## src/rtl/pli_pkg.sv

```systemverilog
// pli_pkg: shared constants, codes and types for the positional list
// no dependencies
`default_nettype none
package pli_pkg;
	localparam int CAPACITY = 16;
	localparam int KEY_W    = 32;
	localparam int POS_W    = 5;
	localparam int ENT_W    = 5;
	localparam int IDX_W    = (CAPACITY > 1) ? $clog2(CAPACITY) : 1;
	localparam int CNT_W    = $clog2(CAPACITY + 1);
	localparam int CW       = ((CNT_W > POS_W) ? CNT_W : POS_W) + 1;

	typedef enum logic [2:0] {
		K_INS_POS   = 3'd0,
		K_INS_FRONT = 3'd1,
		K_INS_END   = 3'd2,
		K_DEL_POS   = 3'd3,
		K_DEL_FRONT = 3'd4,
		K_DUMP      = 3'd5
	} kind_t;

	typedef enum logic [1:0] {
		S_OK     = 2'd0,
		S_BADPOS = 2'd1,
		S_EMPTY  = 2'd2,
		S_FULL   = 2'd3
	} status_t;

	typedef enum logic [1:0] {
		CM_HOLD,
		CM_INS,
		CM_DEL,
		CM_ROT
	} cell_mode_t;

	typedef enum logic {
		ST_IDLE,
		ST_DUMP
	} state_t;

	typedef struct packed {
		cell_mode_t               mode;
		logic [IDX_W-1:0]         pos;
		logic [CNT_W-1:0]         fill;
		logic signed [KEY_W-1:0]  key;
	} cell_cmd_t;
endpackage
`default_nettype wire

```

## src/rtl/pli_cell.sv

```systemverilog
// pli_cell: one list slot; holds, loads, or takes its left or right neighbor or the head key
// depends on pli_pkg
`default_nettype none
module pli_cell
	import pli_pkg::*;
(
	input  wire                     clk,
	input  wire [IDX_W-1:0]         idx,
	input  wire cell_cmd_t          cmd,
	input  wire signed [KEY_W-1:0]  left,
	input  wire signed [KEY_W-1:0]  right,
	input  wire signed [KEY_W-1:0]  head,
	output logic signed [KEY_W-1:0] key_q
);
	logic [CW-1:0] i_w, p_w, f_w;
	logic signed [KEY_W-1:0] key_d;

	assign i_w = CW'(idx);
	assign p_w = CW'(cmd.pos);
	assign f_w = CW'(cmd.fill);

	always_comb begin
		key_d = key_q;
		case (cmd.mode)
			CM_INS: begin
				if (i_w == p_w) begin
					key_d = cmd.key;
				end else if (i_w > p_w && i_w <= f_w) begin
					key_d = left;
				end
			end
			CM_DEL: begin
				if (i_w >= p_w && i_w + CW'(1) < f_w) begin
					key_d = right;
				end
			end
			CM_ROT: begin
				if (i_w + CW'(1) < f_w) begin
					key_d = right;
				end else if (i_w + CW'(1) == f_w) begin
					key_d = head;
				end
			end
			default: key_d = key_q;
		endcase
	end

	always_ff @(posedge clk) begin
		key_q <= key_d;
	end
endmodule
`default_nettype wire

```

## config.mk

```make
export PLATFORM = sky130hd
export DESIGN_NAME = pli_cell
export DESIGN_NICKNAME = d
export VERILOG_FILES = /design/src/rtl/pli_pkg.sv /design/src/rtl/pli_cell.sv
export SDC_FILE = /design/constraint.sdc
export NUM_CORES = 1
export LEC_CHECK = 0
export BUFFER_PORTS_ARGS = -buffer_cell sky130_fd_sc_hd__buf_2
export CORE_MARGIN = 2
export CORE_UTILIZATION = 35
export CTS_BUF_LIST = sky130_fd_sc_hd__clkbuf_4 sky130_fd_sc_hd__clkbuf_8
export CTS_CLUSTER_DIAMETER = 30
export CTS_CLUSTER_SIZE = 40
export DETAILED_ROUTE_END_ITERATION = 8
export PLACE_DENSITY_LB_ADDON = 0.08
export SYNTH_ARGS = -nofsm -noshare
export SYNTH_HDL_FRONTEND = slang
export SYNTH_SLANG_ARGS = --single-unit
```

## constraint.sdc

```tcl
create_clock -name clk -period 3.5 [get_ports clk]
set_input_delay 0.35 -clock clk [delete_from_list [all_inputs] [get_ports clk]]
set_output_delay 0.35 -clock clk [all_outputs]
set_load 0.02 [all_outputs]
```

# After elaboration in Yosys (flattened, before gate mapping)
# Cells that the tools add are included.
# totals
ramBits	0
ff_bits	32
latchBits	0
memories	0
romBits	0
# op_classes
mul	0
muxes	6
magnitude_cmp	4
eq_ne	8
bitwise_logic	0
n_shift	0
n_addsub	1
reduce_logical	4
div_mod_pow	0
# ops
operator	n
2-to-1 mux 32 bit	5
case mux 32 bit (3 select lines)	1
< comparator 6 x 5 -> 1 bit	1
!= test 3 bit, second input constant	2
adder 4 x 1 -> 5 bit, second input constant	1
equality test 5 bit	1
less-or-equal comparator 4 x 5 -> 1 bit	1
equality test 2 bit, second input constant	2
equality test 4 bit	1
>= comparator 4 bit	1
> comparator 4 bit	1
AND reduction 4 bit	1
nonzero test 3 bit	1
equality test 2 x 1 -> 1 bit, second input constant	1
logical AND 1 bit	2
!= test 2 bit, second input constant	1

# Longest topological paths before layout
# Gate-level depths: netlist of run 1.
# depth
word_depth	5
ltp_mapped	9

# Worst setup path after synthesis of run 1
# Ideal clock, no wire load.
# synth_path
path_kind	input-to-reg
start	input idx[0]
end	register key_q[0], enable pin
t_arrival_ns	2.460
path_buffers	0
stages	7
setup_ns	0.392
path_slack_ns	0.648
path_cell_list	ha_1 and3_1 ha_1 a21oi_2 o21ai_4 a221oi_1 and3_1
# synth_via
elab_chain_len	5
# synth_lines
element	line_no	text
from (decl)	pli_cell.sv:8	input wire [IDX_W-1:0] idx,
adder 4 x 1 -> 5 bit	pli_cell.sv:33, pli_cell.sv:38, pli_cell.sv:40	
< comparator 6 x 5 -> 1 bit	pli_cell.sv:33, pli_cell.sv:38	
logical AND 1 bit	pli_cell.sv:33	if (i_w >= p_w && i_w + CW'(1) < f_w) begin
!= test 2 bit (no source line)	n/a	
AND reduction 4 bit (no source line) (*)	n/a	
to (signal assigned)	pli_cell.sv:49	key_q <= key_d;
to (decl)	pli_cell.sv:13	output logic signed [KEY_W-1:0] key_q
# Every way passes the cells marked *; elsewhere a longest branch is shown, timed or not.
# A chain may end at the register's enable or synchronous reset.

# Worst setup path in the final report of run 1
# layout_path
start	input idx[2]
end	register key_q[3], enable pin
# The elaborated chain is that of the path after synthesis.

==> reports/metrics.yaml, run 1 <==
drc: 0
fmax_mhz: 402.0
crit_arrival_ns: 2.46
path_max_fanout: 17
synthCells: 235
crit_path_end_kind: "flop"
syn-num-nets: 397
initialDrtViolationCount: 52
min_path_cells: 3
cts_tree: "built"
min_period_over_period: 0.7107
ys_warn_count: 0
ios: 176
htree_levels: 2
final_design_area_no_fill_um2: 3620
p_per_area_nw_per_um2: 374.5
cts_buffers: 5
die_height_um: 90.02
coreArea_um2: 7214
startpoint_type: "primary input"
gp_congestion: 0.7786
layout-drive-gt1-share: 0.4767
setup_tns_ns: 0
grtUsageTotal: 0.1714
first_pass_iters: 4
vdd_drop_max_mv: 0.1413
path_class: "in -> reg"
netlist_area_um2: 2590
reg_top3: "key_q x32"
num_antenna_cells: 0
maxCapViolations: 0
avgSynthCellArea_um2: 11.02
final_cell_mix: "175 x buf_2, 64 x mux2i_1, 33 x nand2_1, 33 x o221ai_1, 32 x edfxtp_1"
start_util: 0.3590
syn2layout_area_growth_pct: 39.76
largest_reg_flops: 32
max_slew_margin: 0.6345
hpwl_um: 5616
place_area_um2: 3538
vias_per_cell: 4.854
finalCriticalPeriod_ns: 2.487
grt_pass1_wl_um: 11450
hold_violations: 0
setup_violations: 0
grt_max_degree: 35
post_cts_resized: 0
mostFrequentLayoutCell: "buf_2"
cellLeakagePower_uw: 0.001867
overflow: 0
cts_sinks: 32
cts_root_buffer: "clkbuf_8"
post-cts-setup-buffers: 0
synth-seq-cells: 32
nets: 569
wl_um: 6947
regMostFlops: "key_q"
wl_per_cell_um: 13.73
hold_end: "key_q[21]"
seq_area_frac_synth: 0.3710
status: "complete, no violations"
io_buffer_count: 175
std_cell_rows: 31
crit_required_ns: 3.48
ys_types: 29
clkTransAtPathRegs_ns: 0.06
hold_path_class: "in -> reg"
slew_viol_final: 0
worstHoldStart: "right[21]"
num-fill-cells: 705
fp.dieArea_um2: 8104
grt_pass1_vias: 2435
worstMarginPinSlew_ns: 0.5483
die_x_um: 90.02
ctsLongestPathBuffers: 2
grt_antenna_before_repair: 0
rsz0062_at_grt: "no"
holdBufCountCts: 0
ant_nets: 0
routed-via-count: 2456
kinds of logic after synthesis:
group,Yosys count,share of synthesized area
compound gates,43,0.1454
xor+xnor,2,0.006765
fa+ha+maj,18,0.08696
buf+inv,30,0.06425
flops,32,0.3710
mux,64,0.2473
simple gates,46,0.07826
metrics by stage:
stage	instances	util	setup WS, ns	total power [µW]	hold slack [ns]
floorplan	235	-	0.6480	906.6	0.5486
CTS	506	0.5017	0.9901	1378	0.3680
global placement	499	0.4905	0.7603	1111	0.6567
global route	506	0.5017	0.8779	1444	0.3900
detailed placement	499	0.4905	0.7068	1117	0.6556
finish	506	0.5017	1.013	1355	0.3794
how the worst max path moves through the flow:
stage	startpoint	end	depth (start not counted)
final	idx[2]	key_q[3]	11
after global routing	idx[2]	key_q[3]	11
after CTS	idx[2]	key_q[3]	11
after detailed placement	idx[0]	key_q[3]	10
after global placement	idx[2]	key_q[6]	11
after floorplan	idx[0]	key_q[0]	7
power breakdown:
part / internal (µW) / total, µW / switching [µW] / leakage, µW
Clock: 142 / 258 / 115 / 0.0000445
Combinational: 230 / 550 / 321 / 0.00152
Sequential: 529 / 547 / 18.4 / 0.000305
Total: 901 / 1360 / 454 / 0.00187
synth_stat cells, drive strengths merged:
master,n,share of area
buf,7,0.031
ha,18,0.087
clkinv,1,0.0014
a221oi,1,0.0034
mux2i,64,0.25
nand2b,1,0.0024
nor2b,1,0.0024
inv,12,0.017
xnor2,1,0.0034
nand2,33,0.048
a21o,1,0.0029
o211ai,1,0.0029
nand4,4,0.0097
edfxtp,32,0.37
nand3,2,0.0058
o221ai,33,0.11
xor2,1,0.0034
nor2,2,0.0029
or2,1,0.0024
and3,2,0.0048
a21oi,4,0.014
o21ai,2,0.0082
clkbuf,10,0.014
a211oi,1,0.0029
routing by layer:
metal / track usage / share of wire / up-vias
met1: 0.2075 / 0.41 / 1092
met2: 0.3058 / 0.50 / 100
met4: 0.04487 / 0.011 / 0
met3: 0.03940 / 0.073 / 4
li1: - / - / 1260
met5: 0 / 0 / -
area by class of cell:
type | count | area (µm²) | share of cell area
Sequential cell | 32 | 960.9 | 0.2655
Clock inverter | 1 | 5.005 | 0.001383
Multi-Input combinational cell | 173 | 1464 | 0.4044
Clock buffer | 6 | 76.32 | 0.02109
Timing Repair Buffer | 182 | 940.9 | 0.2599
Inverter | 13 | 48.80 | 0.01348
Tap cell | 99 | 123.9 | 0.03422
worst max-delay path, cell delays in order:
cell and delay, ns:
buf_2 0.14, nand3_1 0.09, xnor2_1 0.14, ha_1 0.32, a21o_1 0.18, a21oi_2 0.17
o21ai_4 0.09, buf_4 0.22, nand2_1 0.09, and3_2 0.44, buf_12 0.21
Note: power is estimated with default switching activity, not from simulation.
==> run 2: changes to the inputs <==
--- a/config.mk
+++ b/config.mk
@@ -5,6 +5,7 @@
 export SDC_FILE = /design/constraint.sdc
 export NUM_CORES = 1
 export LEC_CHECK = 0
+export ABC_AREA = 1
 export BUFFER_PORTS_ARGS = -buffer_cell sky130_fd_sc_hd__buf_2
 export CORE_MARGIN = 2
 export CORE_UTILIZATION = 35
==> constraint.sdc (replaced) <==
create_clock -name clk -period 2.3 [get_ports clk]
set_input_delay 0.23 -clock clk [delete_from_list [all_inputs] [get_ports clk]]
set_output_delay 0.23 -clock clk [all_outputs]
set_load 0.02 [all_outputs]
==> run 2 against run 1 <==
Net effect: design area up 12%; critical path depth is 2 higher; clock power grew 110%; core utilization down 0.25 points; routed wire length rose by 29%; non-clock buffer count increased by 10; worst hold slack worse by 0.10 ns.
==> reports/metrics.yaml, run 2 <==
crit_family: "simple AND/OR/NAND/NOR gates"
maxCapViolations: 0  # unchanged
drc: 0  # unchanged
ys_warn_count: 0  # unchanged
crit_path_end: "key_q[9]"
crit_path_end_kind: "flop"
hpwl_um: 7018  # +25%
holdBufCountCts: 0  # unchanged
overflow: 0  # unchanged
status: "complete, no violations"
reg_top3: "key_q x32"
max_slew_margin: 0.7647  # +0.1303
vdd_drop_max_mv: 0.2423  # +71%
wl_per_cell_um: 13.00  # -5.3%
wl_met1_um: 3693  # +29%
cts_root_buffer: "clkbuf_8"
regMostFlops: "key_q"
path_class: "in -> reg"
wl_um: 8973  # +29%
synth_top_area_frac: 0.3335  # -0.03754
ios: 176  # unchanged
multiInputGateArea_um2: 1455  # -0.60%
first_pass_iters: 4  # unchanged
cts_sinks: 32  # unchanged
ctsLongestPathBuffers: 2  # unchanged
cts_buffers: 5  # unchanged
ant_nets: 0  # unchanged
gp_congestion: 0.7860  # +0.95%
syn-num-nets: 571  # +44%
avgSynthCellArea_um2: 7.045  # -36%
path_max_fanout: 16  # -1
post_cts_resized: 0  # unchanged
slowest_stage: "ha_1"
nets: 746  # +31%
synth_flop_cell: "edfxtp_1"
yosys.cell_count.top_type: "inv_1"
crit_path_start: "idx[1]"
top_layer_used: "met4"
min_period_over_period: 0.8301
max_stage_delay_ns: 0.32  # -0.12 ns
vias_per_cell: 4.836  # -0.36%
hold_path_class: "in -> reg"
whs_ns: 0.2778  # -0.1017 ns
critical_path_buf_inv_count: 3  # unchanged
seq_area_frac_synth: 0.3335  # -0.03754
syn2layout_area_growth_pct: 40.21
synth_edf_count: 32  # unchanged
grt_max_degree: 32  # -8.6%
crit_required_ns: 2.29  # -1.19 ns
die_height_um: 94.74  # +5.2%
crit_arrival_ns: 1.90  # -0.56 ns
io_buffer_count: 175  # unchanged
grt_pass1_vias: 3119  # +28%
layout-drive-gt1-share: 0.3573  # -0.1194
synthArstFlopShare: 0  # unchanged
final_cell_mix: "175 x buf_2, 93 x inv_1, 58 x o21ai_1, 40 x nor2_1, 37 x o21ai_0"
netlist_top_cells_count: "93 x inv_1, 58 x o21ai_1, 42 x nor2_1"
fmax_mhz: 523.8
crit_chain: "buf_2 > ha_4 > nand2_1 > nor2_1 > ha_1 > inv_2 > nor2_1 > nand2_2 > nand3_4 > a21oi_2 > nand2_1 > nor2_4 > buf_12"
fp.dieArea_um2: 8975  # +11%
post-cts-setup-buffers: 0  # unchanged
p_per_area_nw_per_um2: 561.1  # +50%
mostFrequentLayoutCell: "buf_2"
initialDrtViolationCount: 137  # +160%
clkTransAtPathRegs_ns: 0.07  # about the same
wl_met3_um: 824  # +63%
grtUsageTotal: 0.1990  # +0.02767
coreArea_um2: 8093  # +12%
grt_pass1_wl_um: 14080  # +23%
synth-seq-cells: 32  # unchanged
start_util: 0.3561  # -0.002940
rsz0062_at_grt: "no"
synth_area_leader_cell: "edfxtp_1"
startpoint_type: "primary input"
setup_violations: 0  # unchanged
ys_types: 22  # -24%
grt_antenna_before_repair: 0  # unchanged
cts_tree: "built"
slew_viol_final: 0  # unchanged
worstSetupPathDepth: 13  # +2
regArea_um2: 960.9  # unchanged
wl_met2_um: 4318  # +23%
worstMarginPinSlew_ns: 0.3525  # -0.1958 ns
hold_violations: 0  # unchanged
num_antenna_cells: 0  # unchanged
final_util: 0.4992  # -0.002507
total_power_uw: 2267  # +67%
finalCriticalPeriod_ns: 1.909
synthTopCellsByArea: "edfxtp_1 33%, inv_1 12%, o21ai_1 10%"
routed-via-count: 3337  # +36%
num-fill-cells: 855  # +21%
synthCells: 409  # +74%
netlist_area_um2: 2882  # +11%
std_cell_rows: 33  # +6.5%
cellLeakagePower_uw: 0.002099  # +12%
htree_levels: 2  # unchanged
die_x_um: 94.74  # +5.2%
largest_reg_flops: 32  # unchanged
==> run 2: changes by cell type in the layout (fill, tap and decap cells not counted), sizes merged, moves of 2 or more <==
| cell | delta |
|---|---|
| o221ai | -33 |
| nor2 | +41 |
| nand2 | -6 |
| a21oi | +31 |
| o22ai | +31 |
| nand3 | +4 |
| inv | +82 |
| buf | +10 |
| nand4 | -4 |
| and3 | -2 |
| o21ai | +93 |
| mux2i | -64 |
==> run 2: layout make-up <==
type                    count  area share
clock buffers               5     0.01703
clock inverters             3     0.01053
inverters                  94     0.08733
multi-input cells         259      0.3602
flip-flops and latches     32      0.2378
well taps                 105     0.03252
repair buffers            192      0.2546
==> run 2: worst min-delay path by stage <==
stage | depth (start not counted) | from | to | slack (ns)
global route | 3 | head[24] | key_q[24] | 0.28
floorplan | 2 | head[0] | key_q[0] | 0.47
CTS | 3 | head[5] | key_q[5] | 0.27
detailed placement | 3 | head[5] | key_q[5] | 0.56
global placement | 3 | head[17] | key_q[17] | 0.57
finish | 3 | head[26] | key_q[26] | 0.28
==> run 2: routing by layer <==
metal / global-route usage / vias to the layer above
met2: 0.3469 / 136
met5: 0 / -
met1: 0.2450 / 1478
li1: - / 1711
met3: 0.05108 / 12
met4: 0.04952 / 0
==> run 2: logic make-up (layout without fill, tap and decap cells) <==
family,after synthesis,count (layout),synth area share
compound gates,162,162,0.2970
xor+xnor,2,2,0.006080
fa+ha+maj,18,18,0.07816
buf+inv,118,294,0.1732
flops,32,32,0.3335
simple gates,77,77,0.1120
==> run 2: metrics by stage <==
stage	area, µm²	setup TNS [ns]	setup slack [ns]	cells
final	4040	0	0.3909	690
after global routing	4040	0	0.2960	690
after CTS	4040	0	0.3796	690
after detailed placement	3929	0	0.08141	682
after global placement	3929	0	0.1646	682
after floorplan	2905	-1.276	-0.03988	409
==> run 2: power by group <==
part / leakage (µW) / internal [µW] / switching [µW]
registers: 0.000307 / 804 / 32.4
clock network: 0.0000541 / 320 / 209
logic: 0.00174 / 346 / 555
total: 0.00210 / 1470 / 797
